$ cat config.mk
export PLATFORM = sky130hd
export DESIGN_NAME = complex_accumulator_alu
export DESIGN_NICKNAME = d
export VERILOG_FILES = /design/src/hw/rtl/cxa_pkg.sv /design/src/hw/rtl/cxa_mul.sv /design/src/hw/rtl/cxa_div.sv /design/src/hw/rtl/complex_accumulator_alu.sv
export SDC_FILE = /design/constraint.sdc
export NUM_CORES = 2
export LEC_CHECK = 0
export ABC_AREA = 1
export BUFFER_PORTS_ARGS = -buffer_cell sky130_fd_sc_hd__buf_2
export CAP_MARGIN = 20
export CELL_PAD_IN_SITES_DETAIL_PLACEMENT = 2
export CELL_PAD_IN_SITES_GLOBAL_PLACEMENT = 2
export CORE_AREA = 2 2 538 540
export CTS_CLUSTER_SIZE = 10
export DETAILED_ROUTE_END_ITERATION = 8
export DIE_AREA = 0 0 540 542
export GPL_TIMING_DRIVEN = 0
export PLACE_DENSITY_LB_ADDON = 0.1
export RECOVER_POWER = 50
export SETUP_SLACK_MARGIN = 0.1
export SYNTH_ARGS = -nofsm -noshare
export SYNTH_HDL_FRONTEND = slang
export SYNTH_SLANG_ARGS = --single-unit
$ cat constraint.sdc
create_clock -name clock -period 7.25 [get_ports clock]
set_clock_uncertainty 0.2 [all_clocks]
set_input_delay 1.0875 -clock clock [delete_from_list [all_inputs] [get_ports clock]]
set_output_delay 1.0875 -clock clock [all_outputs]
set_load 0.01 [all_outputs]
$ cat src/hw/rtl/cxa_pkg.sv
// Shared widths, operation codes and saturation helper for the complex accumulator.
`timescale 1ns / 1ps
`default_nettype none

package cxa_pkg;

   // Part width and fraction bits of the Q format
   localparam int DW  = 32;
   localparam int FW  = 16;
   // Product, signed sum of two products and divider numerator widths
   localparam int PW  = 2 * DW;
   localparam int SW  = PW + 1;
   localparam int NW  = PW + FW;
   // Step counter widths of the serial units
   localparam int MCW = $clog2(DW);
   localparam int DCW = $clog2(NW);

   typedef enum logic [2:0] {
      OP_LOAD = 3'd0,
      OP_ADD  = 3'd1,
      OP_SUB  = 3'd2,
      OP_MUL  = 3'd3,
      OP_DIV  = 3'd4
   } op_type;

   typedef struct packed {
      logic          ovf;
      logic [DW-1:0] val;
   } sat_type;

   // Clamp a sign and magnitude pair to the signed part range
   function automatic sat_type sat_mag(input logic neg, input logic [NW-1:0] mag);
      sat_type       r;
      logic [NW-1:0] lim;
      lim = {{(NW-DW){1'b0}}, 1'b1, {(DW-1){1'b0}}};
      if (!neg) begin
         lim = lim - NW'(1);
      end
      if (mag > lim) begin
         r.ovf = 1'b1;
         r.val = neg ? {1'b1, {(DW-1){1'b0}}} : {1'b0, {(DW-1){1'b1}}};
      end else begin
         r.ovf = 1'b0;
         r.val = neg ? (~mag[DW-1:0] + DW'(1)) : mag[DW-1:0];
      end
      return r;
   endfunction

endpackage

`default_nettype wire

$ cat src/hw/rtl/cxa_mul.sv
// Bit-serial signed multiplier: one multiplier bit per cycle, shift and add.
`timescale 1ns / 1ps
`default_nettype none

module cxa_mul (
   input  wire logic                            clock,
   input  wire logic                            reset,
   input  wire logic                            start,
   input  wire logic signed [cxa_pkg::DW-1:0]   a,
   input  wire logic signed [cxa_pkg::DW-1:0]   b,
   output logic                                 done,
   output logic signed [cxa_pkg::PW-1:0]        product
);

   logic                       busy_ff;
   logic                       done_ff;
   logic [cxa_pkg::MCW-1:0]    cnt_ff;
   logic [cxa_pkg::DW-1:0]     mcand_ff;
   logic [cxa_pkg::PW-1:0]     prod_ff;
   logic                       neg_ff;

   logic [cxa_pkg::DW-1:0]     mag_a;
   logic [cxa_pkg::DW-1:0]     mag_b;
   logic [cxa_pkg::DW:0]       part_sum;
   logic [cxa_pkg::PW-1:0]     prod_in;

   // Take operand magnitudes; sign is applied at the end
   assign mag_a = a[cxa_pkg::DW-1] ? (~a + cxa_pkg::DW'(1)) : a;
   assign mag_b = b[cxa_pkg::DW-1] ? (~b + cxa_pkg::DW'(1)) : b;

   // Add the multiplicand into the high half when the low bit is set, then shift right
   assign part_sum = {1'b0, prod_ff[cxa_pkg::PW-1:cxa_pkg::DW]} +
                     {1'b0, (prod_ff[0] ? mcand_ff : {cxa_pkg::DW{1'b0}})};
   assign prod_in  = {part_sum, prod_ff[cxa_pkg::DW-1:1]};

   // Sequence the steps
   always_ff @(posedge clock) begin
      if (reset) begin
         busy_ff <= 1'b0;
         done_ff <= 1'b0;
         cnt_ff  <= '0;
      end else begin
         done_ff <= 1'b0;
         if (start) begin
            busy_ff <= 1'b1;
            cnt_ff  <= cxa_pkg::MCW'(cxa_pkg::DW - 1);
         end else if (busy_ff) begin
            cnt_ff <= cnt_ff - cxa_pkg::MCW'(1);
            if (cnt_ff == '0) begin
               busy_ff <= 1'b0;
               done_ff <= 1'b1;
            end
         end
      end
   end

   // Hold operands and the partial product
   always_ff @(posedge clock) begin
      if (start) begin
         mcand_ff <= mag_a;
         prod_ff  <= {{cxa_pkg::DW{1'b0}}, mag_b};
         neg_ff   <= a[cxa_pkg::DW-1] ^ b[cxa_pkg::DW-1];
      end else if (busy_ff) begin
         prod_ff <= prod_in;
      end
   end

   assign done    = done_ff;
   assign product = neg_ff ? (~prod_ff + cxa_pkg::PW'(1)) : prod_ff;

endmodule

`default_nettype wire

$ cat src/hw/rtl/cxa_div.sv
// Bit-serial restoring divider: one quotient bit per cycle.
`timescale 1ns / 1ps
`default_nettype none

module cxa_div (
   input  wire logic                     clock,
   input  wire logic                     reset,
   input  wire logic                     start,
   input  wire logic [cxa_pkg::NW-1:0]   num,
   input  wire logic [cxa_pkg::PW-1:0]   den,
   output logic                          done,
   output logic [cxa_pkg::NW-1:0]        quo
);

   logic                     busy_ff;
   logic                     done_ff;
   logic [cxa_pkg::DCW-1:0]  cnt_ff;
   logic [cxa_pkg::NW-1:0]   q_ff;
   logic [cxa_pkg::PW-1:0]   rem_ff;
   logic [cxa_pkg::PW-1:0]   den_ff;

   logic [cxa_pkg::PW:0]     rem_shift;
   logic [cxa_pkg::PW:0]     rem_diff;
   logic                     fits;

   // Bring down the next numerator bit and try the subtract
   assign rem_shift = {rem_ff, q_ff[cxa_pkg::NW-1]};
   assign fits      = rem_shift >= {1'b0, den_ff};
   assign rem_diff  = rem_shift - {1'b0, den_ff};

   // Sequence the steps
   always_ff @(posedge clock) begin
      if (reset) begin
         busy_ff <= 1'b0;
         done_ff <= 1'b0;
         cnt_ff  <= '0;
      end else begin
         done_ff <= 1'b0;
         if (start) begin
            busy_ff <= 1'b1;
            cnt_ff  <= cxa_pkg::DCW'(cxa_pkg::NW - 1);
         end else if (busy_ff) begin
            cnt_ff <= cnt_ff - cxa_pkg::DCW'(1);
            if (cnt_ff == '0) begin
               busy_ff <= 1'b0;
               done_ff <= 1'b1;
            end
         end
      end
   end

   // Shift quotient bits in as numerator bits leave
   always_ff @(posedge clock) begin
      if (start) begin
         q_ff   <= num;
         rem_ff <= '0;
         den_ff <= den;
      end else if (busy_ff) begin
         q_ff   <= {q_ff[cxa_pkg::NW-2:0], fits};
         rem_ff <= fits ? rem_diff[cxa_pkg::PW-1:0] : rem_shift[cxa_pkg::PW-1:0];
      end
   end

   assign done = done_ff;
   assign quo  = q_ff;

endmodule

`default_nettype wire

$ cat src/hw/rtl/complex_accumulator_alu.sv
// Complex accumulator unit: load, add, subtract, multiply and divide in signed Q16.16.
//
// Input beats (req_*) carry an operation and a complex operand; each accepted beat
// yields exactly one result beat (rsp_*) holding the new accumulator and two flags.
// Both channels use valid/ready. One item is in work at a time: req_ready is high
// only while the unit is idle, and a finished result waits in the output register.
// Path from accept to rsp_valid:
//   load, add, subtract, unused codes, zero-divisor divide: the add state, then push
//   multiply: two rounds of two 32-step serial multipliers
//   divide:   three multiplier rounds, then two 80-step
//             serial dividers running side by side
// The serial multipliers work one bit per cycle and the restoring dividers one
// quotient bit per cycle. req_ready rises together with rsp_valid, so the
// next beat can be accepted while the result is still offered.
// A new item is accepted while the previous result still waits; if the receiver
// stalls, the unit holds its next result until the output register frees.
// Reset clears the accumulator to zero and drops rsp_valid.
`timescale 1ns / 1ps
`default_nettype none

module complex_accumulator_alu (
   input  wire logic                           clock,
   input  wire logic                           reset,
   input  wire logic                           req_valid,
   output logic                                req_ready,
   input  wire logic [2:0]                     req_op,
   input  wire logic signed [cxa_pkg::DW-1:0]  req_operand_real,
   input  wire logic signed [cxa_pkg::DW-1:0]  req_operand_imag,
   output logic                                rsp_valid,
   input  wire logic                           rsp_ready,
   output logic signed [cxa_pkg::DW-1:0]       rsp_result_real,
   output logic signed [cxa_pkg::DW-1:0]       rsp_result_imag,
   output logic                                rsp_divide_by_zero,
   output logic                                rsp_overflow
);

   typedef enum logic [2:0] {
      S_IDLE,
      S_ADD,
      S_MUL,
      S_MAG,
      S_DIV,
      S_FIN,
      S_PUSH
   } state_type;

   state_type                         state_ff;
   logic [2:0]                        op_ff;
   logic [1:0]                        round_ff;
   logic signed [cxa_pkg::DW-1:0]     br_ff;
   logic signed [cxa_pkg::DW-1:0]     bi_ff;
   logic signed [cxa_pkg::DW-1:0]     acc_re_ff;
   logic signed [cxa_pkg::DW-1:0]     acc_im_ff;
   logic signed [cxa_pkg::SW-1:0]     sum_re_ff;
   logic signed [cxa_pkg::SW-1:0]     sum_im_ff;
   logic [cxa_pkg::PW-1:0]            den_ff;
   logic                              neg_re_ff;
   logic                              neg_im_ff;
   logic [cxa_pkg::PW-1:0]            mag_re_ff;
   logic [cxa_pkg::PW-1:0]            mag_im_ff;
   logic [cxa_pkg::DW-1:0]            res_re_ff;
   logic [cxa_pkg::DW-1:0]            res_im_ff;
   logic                              dbz_ff;
   logic                              ovf_ff;
   logic                              rsp_valid_ff;
   logic [cxa_pkg::DW-1:0]            rsp_re_ff;
   logic [cxa_pkg::DW-1:0]            rsp_im_ff;
   logic                              rsp_dbz_ff;
   logic                              rsp_ovf_ff;
   logic                              mul_start_ff;
   logic signed [cxa_pkg::DW-1:0]     ma_a_ff;
   logic signed [cxa_pkg::DW-1:0]     ma_b_ff;
   logic signed [cxa_pkg::DW-1:0]     mb_a_ff;
   logic signed [cxa_pkg::DW-1:0]     mb_b_ff;
   logic                              div_start_ff;

   logic                              mul_done_a;
   logic                              mul_done_b;
   logic signed [cxa_pkg::PW-1:0]     prod_a;
   logic signed [cxa_pkg::PW-1:0]     prod_b;
   logic                              div_done_re;
   logic                              div_done_im;
   logic [cxa_pkg::NW-1:0]            quo_re;
   logic [cxa_pkg::NW-1:0]            quo_im;
   logic signed [cxa_pkg::SW-1:0]     prod_sum;
   logic signed [cxa_pkg::SW-1:0]     prod_diff;
   logic                              out_free;
   cxa_pkg::sat_type                  fin_re;
   cxa_pkg::sat_type                  fin_im;
   cxa_pkg::sat_type                  add_re;
   cxa_pkg::sat_type                  add_im;

   // Add or subtract one part with saturation to the part range
   function automatic cxa_pkg::sat_type sat_add(input logic [cxa_pkg::DW-1:0] a,
                                                input logic [cxa_pkg::DW-1:0] b,
                                                input logic sub);
      cxa_pkg::sat_type       r;
      logic [cxa_pkg::DW:0]   s;
      if (sub) begin
         s = {a[cxa_pkg::DW-1], a} - {b[cxa_pkg::DW-1], b};
      end else begin
         s = {a[cxa_pkg::DW-1], a} + {b[cxa_pkg::DW-1], b};
      end
      if (s[cxa_pkg::DW] != s[cxa_pkg::DW-1]) begin
         r.ovf = 1'b1;
         r.val = s[cxa_pkg::DW] ? {1'b1, {(cxa_pkg::DW-1){1'b0}}}
                                : {1'b0, {(cxa_pkg::DW-1){1'b1}}};
      end else begin
         r.ovf = 1'b0;
         r.val = s[cxa_pkg::DW-1:0];
      end
      return r;
   endfunction

   cxa_mul u_mul_a (
      .clock   (clock),
      .reset   (reset),
      .start   (mul_start_ff),
      .a       (ma_a_ff),
      .b       (ma_b_ff),
      .done    (mul_done_a),
      .product (prod_a)
   );

   cxa_mul u_mul_b (
      .clock   (clock),
      .reset   (reset),
      .start   (mul_start_ff),
      .a       (mb_a_ff),
      .b       (mb_b_ff),
      .done    (mul_done_b),
      .product (prod_b)
   );

   cxa_div u_div_re (
      .clock (clock),
      .reset (reset),
      .start (div_start_ff),
      .num   ({mag_re_ff, {cxa_pkg::FW{1'b0}}}),
      .den   (den_ff),
      .done  (div_done_re),
      .quo   (quo_re)
   );

   cxa_div u_div_im (
      .clock (clock),
      .reset (reset),
      .start (div_start_ff),
      .num   ({mag_im_ff, {cxa_pkg::FW{1'b0}}}),
      .den   (den_ff),
      .done  (div_done_im),
      .quo   (quo_im)
   );

   // Combine the two products of a round
   assign prod_sum  = {prod_a[cxa_pkg::PW-1], prod_a} + {prod_b[cxa_pkg::PW-1], prod_b};
   assign prod_diff = {prod_a[cxa_pkg::PW-1], prod_a} - {prod_b[cxa_pkg::PW-1], prod_b};

   // Final truncation and saturation: product sums drop fraction bits, quotients are ready
   always_comb begin
      if (op_ff == cxa_pkg::OP_MUL) begin
         fin_re = cxa_pkg::sat_mag(neg_re_ff, cxa_pkg::NW'(mag_re_ff >> cxa_pkg::FW));
         fin_im = cxa_pkg::sat_mag(neg_im_ff, cxa_pkg::NW'(mag_im_ff >> cxa_pkg::FW));
      end else begin
         fin_re = cxa_pkg::sat_mag(neg_re_ff, quo_re);
         fin_im = cxa_pkg::sat_mag(neg_im_ff, quo_im);
      end
   end

   assign add_re   = sat_add(acc_re_ff, br_ff, op_ff == cxa_pkg::OP_SUB);
   assign add_im   = sat_add(acc_im_ff, bi_ff, op_ff == cxa_pkg::OP_SUB);
   assign out_free = !rsp_valid_ff || rsp_ready;

   // Sequence one item through the serial units and hold the result beat
   always_ff @(posedge clock) begin
      if (reset) begin
         state_ff     <= S_IDLE;
         round_ff     <= '0;
         acc_re_ff    <= '0;
         acc_im_ff    <= '0;
         rsp_valid_ff <= 1'b0;
         mul_start_ff <= 1'b0;
         div_start_ff <= 1'b0;
      end else begin
         mul_start_ff <= 1'b0;
         div_start_ff <= 1'b0;
         // Raise the result beat on push, drop it once taken
         if (state_ff == S_PUSH && out_free) begin
            rsp_valid_ff <= 1'b1;
         end else if (rsp_ready) begin
            rsp_valid_ff <= 1'b0;
         end
         case (state_ff)
            S_IDLE: begin
               if (req_valid) begin
                  op_ff    <= req_op;
                  br_ff    <= req_operand_real;
                  bi_ff    <= req_operand_imag;
                  round_ff <= '0;
                  state_ff <= S_ADD;
                  if (req_op == cxa_pkg::OP_MUL) begin
                     ma_a_ff      <= acc_re_ff;
                     ma_b_ff      <= req_operand_real;
                     mb_a_ff      <= acc_im_ff;
                     mb_b_ff      <= req_operand_imag;
                     mul_start_ff <= 1'b1;
                     state_ff     <= S_MUL;
                  end else if (req_op == cxa_pkg::OP_DIV &&
                               (req_operand_real != '0 || req_operand_imag != '0)) begin
                     ma_a_ff      <= req_operand_real;
                     ma_b_ff      <= req_operand_real;
                     mb_a_ff      <= req_operand_imag;
                     mb_b_ff      <= req_operand_imag;
                     mul_start_ff <= 1'b1;
                     state_ff     <= S_MUL;
                  end
               end
            end
            S_ADD: begin
               dbz_ff <= 1'b0;
               ovf_ff <= 1'b0;
               case (op_ff)
                  cxa_pkg::OP_LOAD: begin
                     res_re_ff <= br_ff;
                     res_im_ff <= bi_ff;
                     acc_re_ff <= br_ff;
                     acc_im_ff <= bi_ff;
                  end
                  cxa_pkg::OP_ADD, cxa_pkg::OP_SUB: begin
                     res_re_ff <= add_re.val;
                     res_im_ff <= add_im.val;
                     acc_re_ff <= add_re.val;
                     acc_im_ff <= add_im.val;
                     ovf_ff    <= add_re.ovf | add_im.ovf;
                  end
                  cxa_pkg::OP_DIV: begin
                     res_re_ff <= acc_re_ff;
                     res_im_ff <= acc_im_ff;
                     dbz_ff    <= 1'b1;
                  end
                  default: begin
                     res_re_ff <= acc_re_ff;
                     res_im_ff <= acc_im_ff;
                  end
               endcase
               state_ff <= S_PUSH;
            end
            S_MUL: begin
               if (mul_done_a && mul_done_b) begin
                  round_ff <= round_ff + 2'd1;
                  if (op_ff == cxa_pkg::OP_MUL) begin
                     if (round_ff == 2'd0) begin
                        sum_re_ff    <= prod_diff;
                        ma_a_ff      <= acc_re_ff;
                        ma_b_ff      <= bi_ff;
                        mb_a_ff      <= acc_im_ff;
                        mb_b_ff      <= br_ff;
                        mul_start_ff <= 1'b1;
                     end else begin
                        sum_im_ff <= prod_sum;
                        state_ff  <= S_MAG;
                     end
                  end else begin
                     case (round_ff)
                        2'd0: begin
                           den_ff       <= prod_sum[cxa_pkg::PW-1:0];
                           ma_a_ff      <= acc_re_ff;
                           ma_b_ff      <= br_ff;
                           mb_a_ff      <= acc_im_ff;
                           mb_b_ff      <= bi_ff;
                           mul_start_ff <= 1'b1;
                        end
                        2'd1: begin
                           sum_re_ff    <= prod_sum;
                           ma_a_ff      <= acc_im_ff;
                           ma_b_ff      <= br_ff;
                           mb_a_ff      <= acc_re_ff;
                           mb_b_ff      <= bi_ff;
                           mul_start_ff <= 1'b1;
                        end
                        default: begin
                           sum_im_ff <= prod_diff;
                           state_ff  <= S_MAG;
                        end
                     endcase
                  end
               end
            end
            S_MAG: begin
               neg_re_ff <= sum_re_ff[cxa_pkg::SW-1];
               neg_im_ff <= sum_im_ff[cxa_pkg::SW-1];
               mag_re_ff <= sum_re_ff[cxa_pkg::SW-1] ? cxa_pkg::PW'(-sum_re_ff)
                                                     : cxa_pkg::PW'(sum_re_ff);
               mag_im_ff <= sum_im_ff[cxa_pkg::SW-1] ? cxa_pkg::PW'(-sum_im_ff)
                                                     : cxa_pkg::PW'(sum_im_ff);
               if (op_ff == cxa_pkg::OP_MUL) begin
                  state_ff <= S_FIN;
               end else begin
                  div_start_ff <= 1'b1;
                  state_ff     <= S_DIV;
               end
            end
            S_DIV: begin
               if (div_done_re && div_done_im) begin
                  state_ff <= S_FIN;
               end
            end
            S_FIN: begin
               res_re_ff <= fin_re.val;
               res_im_ff <= fin_im.val;
               acc_re_ff <= fin_re.val;
               acc_im_ff <= fin_im.val;
               dbz_ff    <= 1'b0;
               ovf_ff    <= fin_re.ovf | fin_im.ovf;
               state_ff  <= S_PUSH;
            end
            S_PUSH: begin
               if (out_free) begin
                  rsp_re_ff  <= res_re_ff;
                  rsp_im_ff  <= res_im_ff;
                  rsp_dbz_ff <= dbz_ff;
                  rsp_ovf_ff <= ovf_ff;
                  state_ff   <= S_IDLE;
               end
            end
            default: begin
               state_ff <= S_IDLE;
            end
         endcase
      end
   end

   assign req_ready          = (state_ff == S_IDLE);
   assign rsp_valid          = rsp_valid_ff;
   assign rsp_result_real    = rsp_re_ff;
   assign rsp_result_imag    = rsp_im_ff;
   assign rsp_divide_by_zero = rsp_dbz_ff;
   assign rsp_overflow       = rsp_ovf_ff;

endmodule

`default_nettype wire

# Word level (Yosys, flattened, before mapping)
# Cells that the tools add are included.
# Widths: inputs -> output; s select.
[op_classes] add_sub_neg=27 order_cmp=6 n_eq_ne=28 n_mux=137 n_bitwise=21 reduce_logical=44
[ops] op="$mux 32" n=42
[ops] op="$mux 80" n=8
[ops] op="$pmux 32 s2" n=10
[ops] op="$mux 65" n=6
[ops] op="$mux 64" n=6
[ops] op="$mux 33" n=10
[ops] op="$not 32->32" n=8
[ops] op="$gt 48x80->1" n=2
[ops] op="$gt 80x80->1" n=2
[ops] op="$add 32x32->33" n=4
[ops] op="$ge 65x64->1" n=2
[ops] op="$add 32x1->32 const B" n=4
[ops] op="$add 32x2->32 const B" n=4
[ops] op="$add 64x1->64 const B" n=2
[ops] op="$neg 64->64" n=2
[ops] op="$not 64->64" n=2
[ops] op="$sub 64x64->64" n=2
[ops] op="$sub 32x32->33" n=2
[ops] op="$add 64x64->65" n=1
[ops] op="$sub 64x64->65" n=1
[ops] op="$reduce_bool 32->1" n=2
[ops] op="$mux 31" n=2
[ops] op="$mux 1" n=29
[ops] op="$mux 7" n=4
[ops] op="36 further kinds" n=106
[totals] ff_bits=1301 out_inout_bits=68

# Logic depth before layout (Yosys ltp)
[logic_depth] word_depth=7 depth_mapped=34

# Hierarchy
# A second synthesis with hierarchy kept.
[hier_totals] hier_cells=15624 hier_area_um2=106637.3
[modules_own_cells] mod="complex_accumulator_alu" instances=1 cells_each=7668 area_per_inst_um2=55929.9 seq_area_each_um2=20990.1
[modules_own_cells] mod="cxa_div" instances=2 cells_each=2252 area_per_inst_um2=15029.4 seq_area_each_um2=5785.5
[modules_own_cells] mod="cxa_mul at u_mul_a" instances=1 cells_each=1728 area_per_inst_um2=10333.7 seq_area_each_um2=2732.6
[modules_own_cells] mod="cxa_mul at u_mul_b" instances=1 cells_each=1724 area_per_inst_um2=10314.9 seq_area_each_um2=2732.6

# Least setup slack after synthesis
# OpenSTA, ideal clock, no wires.
[synth_path] path_type="input to register" startpoint="input reset" endpoint="register mag_im_ff[0] (netlist bit), enable pin" arrival_time_ps=6913 required_ps=6429 setup_slack_ps=-484 path_stages=3 cell_sequence="clkbuf_1 clkbuf_1 nor2_1"
[synth_between] elab_chain_cells=2
[synth_lines] item="from (decl)" line_no="complex_accumulator_alu.sv:23" rtl="input wire logic reset,"
[synth_lines] item="$not 1->1 (no source line)"
[synth_lines] item="$reduce_and 2->1 (no source line)"
[synth_lines] item="to (signal assigned)" line_no="complex_accumulator_alu.sv:294" rtl="mag_im_ff <= sum_im_ff[cxa_pkg::SW-1] ? cxa_pkg::PW'(-sum_im_ff)"
[synth_lines] item="to (decl)" line_no="complex_accumulator_alu.sv:60" rtl="logic [cxa_pkg::PW-1:0] mag_im_ff;"
# Every way passes these cells.
# A chain may end at the register's enable or synchronous reset.

# Final worst setup path
[layout_path] startpoint="register u_mul_b.prod_ff[0] (netlist bit)" endpoint="register sum_re_ff[38] (netlist bit) (data pin)"
[layout_between] elab_chain_cells=6
[layout_lines] item="from (decl)" line_no="cxa_mul.sv:19" rtl="logic [cxa_pkg::PW-1:0] prod_ff;"
[layout_lines] item="from (signal assigned)" line_no="cxa_mul.sv:61" rtl="prod_ff <= {{cxa_pkg::DW{1'b0}}, mag_b};"
[layout_lines] item="from (signal assigned)" line_no="cxa_mul.sv:64" rtl="prod_ff <= prod_in;"
[layout_lines] item="$not 64->64" line_no="cxa_mul.sv:69" rtl="assign product = neg_ff ? (~prod_ff + cxa_pkg::PW'(1)) : prod_ff;"
[layout_lines] item="$add 64x1->64" line_no="cxa_mul.sv:69"
[layout_lines] item="$mux 64 *" line_no="cxa_mul.sv:69"
[layout_lines] item="$add 64x64->65 / $sub 64x64->65 (equally long branches)" line_no="complex_accumulator_alu.sv:156, complex_accumulator_alu.sv:157"
[layout_lines] item="$mux 65, on equally long branches" line_no="complex_accumulator_alu.sv:264, complex_accumulator_alu.sv:252"
[layout_lines] item="$mux 65 *" line_no="complex_accumulator_alu.sv:251" rtl="if (op_ff == cxa_pkg::OP_MUL) begin"
[layout_lines] item="to (signal assigned)" line_no="complex_accumulator_alu.sv:253" rtl="sum_re_ff <= prod_diff;"
[layout_lines] item="to (signal assigned)" line_no="complex_accumulator_alu.sv:274" rtl="sum_re_ff <= prod_sum;"
[layout_lines] item="to (decl)" line_no="complex_accumulator_alu.sv:54" rtl="logic signed [cxa_pkg::SW-1:0] sum_re_ff;"
# Mark *: on every way between the ends. The rest lies on a longest branch, timed or not. The select of a mux whose other input is x is not followed.

==> impl_metrics.py <==
metrics = {
    "cts": {
        "clock_sinks": 1301,
        "postCtsHoldBufs": 0,
        "clk_latency_ns": 0.91,
        "post-cts-setup-buffers": 0,
        "ctsResizeCount": 4,
        "cts_max_path_buffers": 4,
        "root_buffer": "clkbuf_16",
        "numCtsBuffers": 171,
        "clk_pin_slew_worst_paths_ns": 0.06,
        "cts_tree": "yes",
        "htree_levels": 4,
    },
    "logic_synthesis": {
        "synth_async_sr_flop_share_pct": 0,
        "synth_fp_nets": 14056,
        "synth_warnings": 0,
        "syn-mean-instance-area_um2": 7.240,
        "syn-cell-area_um2": 97320,
        "ys_types": 67,
        "synth.area.top_cells": "edfxtp_1 30%, nand2_1 12%, inv_1 7.0%",
        "synth_edf_count": 973,
        "synth_area_leader_cell": "edfxtp_1",
        "netlist_instances": 13441,
        "yosysSeqAreaShare_pct": 36.77,
        "synthFlopType": "edfxtp_1",
        "ys_seq_elements": 1301,
        "synth.top_cell.area_share_pct": 30.02,
    },
    "die": {
        "die_w_um": 540,
        "boundaryPins": 139,
        "dieArea_um2": 292700,
        "initial_utilization_pct": 33.92,
        "die_h_um": 542,
        "rows": 197,
        "coreArea_um2": 286900,
    },
    "route": {
        "antenna_left": 0,
        "drc": 0,
        "wl_um": 556700,
        "firstDrtPassIters": 6,
        "num_vias": 100601,
        "viasPerCell": 5.675,
        "wl_per_cell_um": 31.40,
        "drt_iter0_markers": 8845,
    },
    "worst_hold_path": {
        "min_path_type": "reg2reg",
        "whs_path_depth": 0,
    },
    "place": {
        "dp_slack_ns": -0.7326,
        "gp_congestion": 1.035,
        "post-dp-hpwl_um": 470300,
        "placedCellCount": 17408,
        "place_area_um2": 103700,
        "port_buffers": 137,
    },
    "final_layout": {
        "fin_cells": 17727,
        "areaGrowthSynthToFinish_pct": 11.50,
        "final_layout_size_suffix_gt1_share_pct": 3.346,
        "nets": 14412,
        "nFillCells": 34011,
        "fin_area_um2": 108500,
    },
    "sta": {
        "max_freq_mhz": 140.3,
        "fin_ws_ns": 0.1233,
        "max_slew_margin_pct": -112.4,
        "min_period_ns": 7.127,
        "fin_crit_sh_pct": 98.30,
        "whs_ns": 0.1959,
        "hold_viol": 0,
        "rsz0062_at_grt": "true",
        "worstMarginPinSlew_ns": 3.186,
        "maxSlewViolCount": 529,
        "finalSetupViolCount": 0,
    },
    "critical_path": {
        "cp_max_fo": 7,
        "cp.required_ns": 7.73,
        "cp_common_cell": "nand2_1",
        "cp_data_arrival_time_ns": 7.61,
        "path_class": "reg2reg",
        "cp_slowest_stage_delay_ns": 0.60,
        "r2r_cells": 30,
        "start_kind": "register",
        "reg2reg_slack_ns": 0.12,
        "cpMaxStageDelayCell": "xor2_1",
        "cp-end-kind": "register",
    },
    "pwr": {
        "p_comb_share_pct": 61.0,
        "p_int_mw": 22.75,
        "power.ir.vdd_worst_mv": 0.2367,
        "swShare_pct": 57.36,
        "power_frac_clock_pct": 15.9,
        "p_sw_mw": 30.59,
        "leakage_nw": 46.21,
        "powerDensity_nw_per_um2": 491.6,
        "seqPwrFrac_pct": 23.1,
    },
    "global_route": {
        "grt_pass1_wl_um": 781300,
        "grt_use_total_pct": 36.96,
        "grt_pass1_vias": 107082,
        "grt_max_degree": 68,
        "antenna_found_initial": 42,
        "grt_overflow": 0,
    },
    "status": {
        "violations": "max-capacitance violations, max-slew violations",
        "status": "complete, but fails checks",
    },
    "job": {
        "cap_viol_max_count": 20,
    },
}
==> per-layer routing <==
metal  up-vias  global-route usage [%]  part of all wire, %
li1      45373                       -                    -
met1     50918                   45.74                   41
met2      3197                   60.77                   46
met3      1091                   5.699                  5.9
met4        22                   21.92                  7.0
met5         -                       0                0.025
==> worst paths after layout <==
check | from | endpoint
setup / recovery | u_mul_b.prod_ff[0] | sum_re_ff[38]
hold / removal | den_ff[30] | u_div_im.den_ff[30]
setup reg to reg | u_mul_b.prod_ff[0] | sum_re_ff[38]
hold reg to reg | den_ff[30] | u_div_im.den_ff[30]
==> registers in the layout, indices dropped and copies added (netlist names), 64 cells and up <==
register	cells
den_ff	64
sum_im_ff	65
u_mul_a.prod_ff	64
u_mul_b.prod_ff	64
u_div_im.den_ff	64
mag_im_ff	64
u_div_re.quo	80
u_div_re.rem_ff	64
u_div_im.rem_ff	64
u_div_im.quo	80
mag_re_ff	64
sum_re_ff	65
==> stage by stage <==
step                setup TNS [ns]  power [mW]  util, %
floorplan                        0       28.07        -
global placement           -970.27       42.63    35.81
detailed placement         -0.8623       43.84    36.14
CTS                              0       52.48    37.99
global route                     0       55.34    37.81
finish                           0       53.34    37.82
==> cell usage after synthesis, types with 74 or more instances <==
| cell type | n |
|---|---|
| o22ai_1 | 144 |
| nor3_1 | 227 |
| edfxtp_1 | 973 |
| nor2_1 | 1496 |
| o21ai_0 | 1081 |
| clkbuf_1 | 293 |
| nand2_1 | 3124 |
| nand3_1 | 713 |
| nand4_1 | 171 |
| a21oi_1 | 830 |
| inv_1 | 1802 |
| xnor2_1 | 180 |
| nor4_1 | 103 |
| o211ai_1 | 74 |
| xor2_1 | 590 |
| ha_1 | 536 |
| dfxtp_1 | 328 |
==> worst max-delay path: cells and delay by family (launching register included) <==
family	cells	cell delay, ns
adders and majority gates	2	0.59
buffers and inverters	10	1.34
and+or+nand+nor	14	2.59
AOI/OAI and AO/OA	2	0.63
xor gates and xnor gates	2	1.01
DFF	1	0.52
==> placed cells by master (no fill, tap or decap), types with 10 or more instances in the layout <==
master / synthesis / final
ha_1: 536 / 536
clkbuf_16: 0 / 173
nor4_1: 103 / 103
buf_4: 15 / 18
buf_6: 8 / 14
or2_2: 41 / 41
a21boi_0: 25 / 24
dfxtp_1: 328 / 328
inv_2: 18 / 18
xor2_1: 590 / 588
nor3_1: 227 / 229
o21bai_1: 59 / 59
diode_2: 0 / 19
xnor2_1: 180 / 180
o21ai_0: 1081 / 1083
a21o_1: 48 / 48
edfxtp_1: 973 / 973
a21oi_1: 830 / 830
o31ai_1: 29 / 29
nand2_1: 3124 / 3126
nor3b_1: 10 / 10
o21ai_1: 60 / 57
buf_2: 63 / 66
clkinv_1: 5 / 13
o21a_1: 48 / 48
a22o_1: 22 / 22
buf_1: 39 / 31
clkinv_2: 0 / 18
nand2_2: 18 / 16
nand3b_1: 28 / 28
clkbuf_1: 293 / 519
and2_1: 18 / 18
a221oi_1: 55 / 55
nand4_1: 171 / 171
nand3_1: 713 / 713
a31oi_1: 63 / 63
nor2_1: 1496 / 1497
o22ai_1: 144 / 144
inv_1: 1802 / 1802
o211ai_1: 74 / 74
==> power groups by stage <==
stage / clock [mW] / combinational, mW / sequential [mW]
final: 8.46 / 32.5 / 12.3
after global routing: 8.80 / 34.2 / 12.4
after CTS: 8.56 / 31.7 / 12.2
after detailed placement: 0 / 31.5 / 12.4
after global placement: 0 / 30.3 / 12.4
after floorplan: 0 / 16.7 / 11.4
==> kinds of logic (layout without fill, tap and decap cells) <==
family	after synthesis	after routing	synth area share [%]
flip-flops	1301	1301	36.77
XOR/XNOR	770	770	6.930
AO/OA/AOI/OAI	2584	2584	14.78
adder cells (fa/ha/maj)	544	544	7.056
other	0	19	0
AND/OR/NAND/NOR	5994	5994	25.58
buffers and inverters	2248	2734	8.879
==> layout make-up <==
cell class / count / area, µm² / area share (%)
Clock buffer: 251 / 4692 / 4.324
Sequential cell: 1301 / 35780 / 32.98
Tap cell: 3781 / 4731 / 4.360
Buffer: 418 / 1772 / 1.633
Antenna cell: 19 / 47.55 / 0.04382
Timing Repair Buffer: 187 / 1112 / 1.025
Inverter: 1826 / 6857 / 6.319
Clock inverter: 52 / 594.3 / 0.5477
Multi-Input combinational cell: 9892 / 52920 / 48.77
Power figures use the tool's default switching activity.
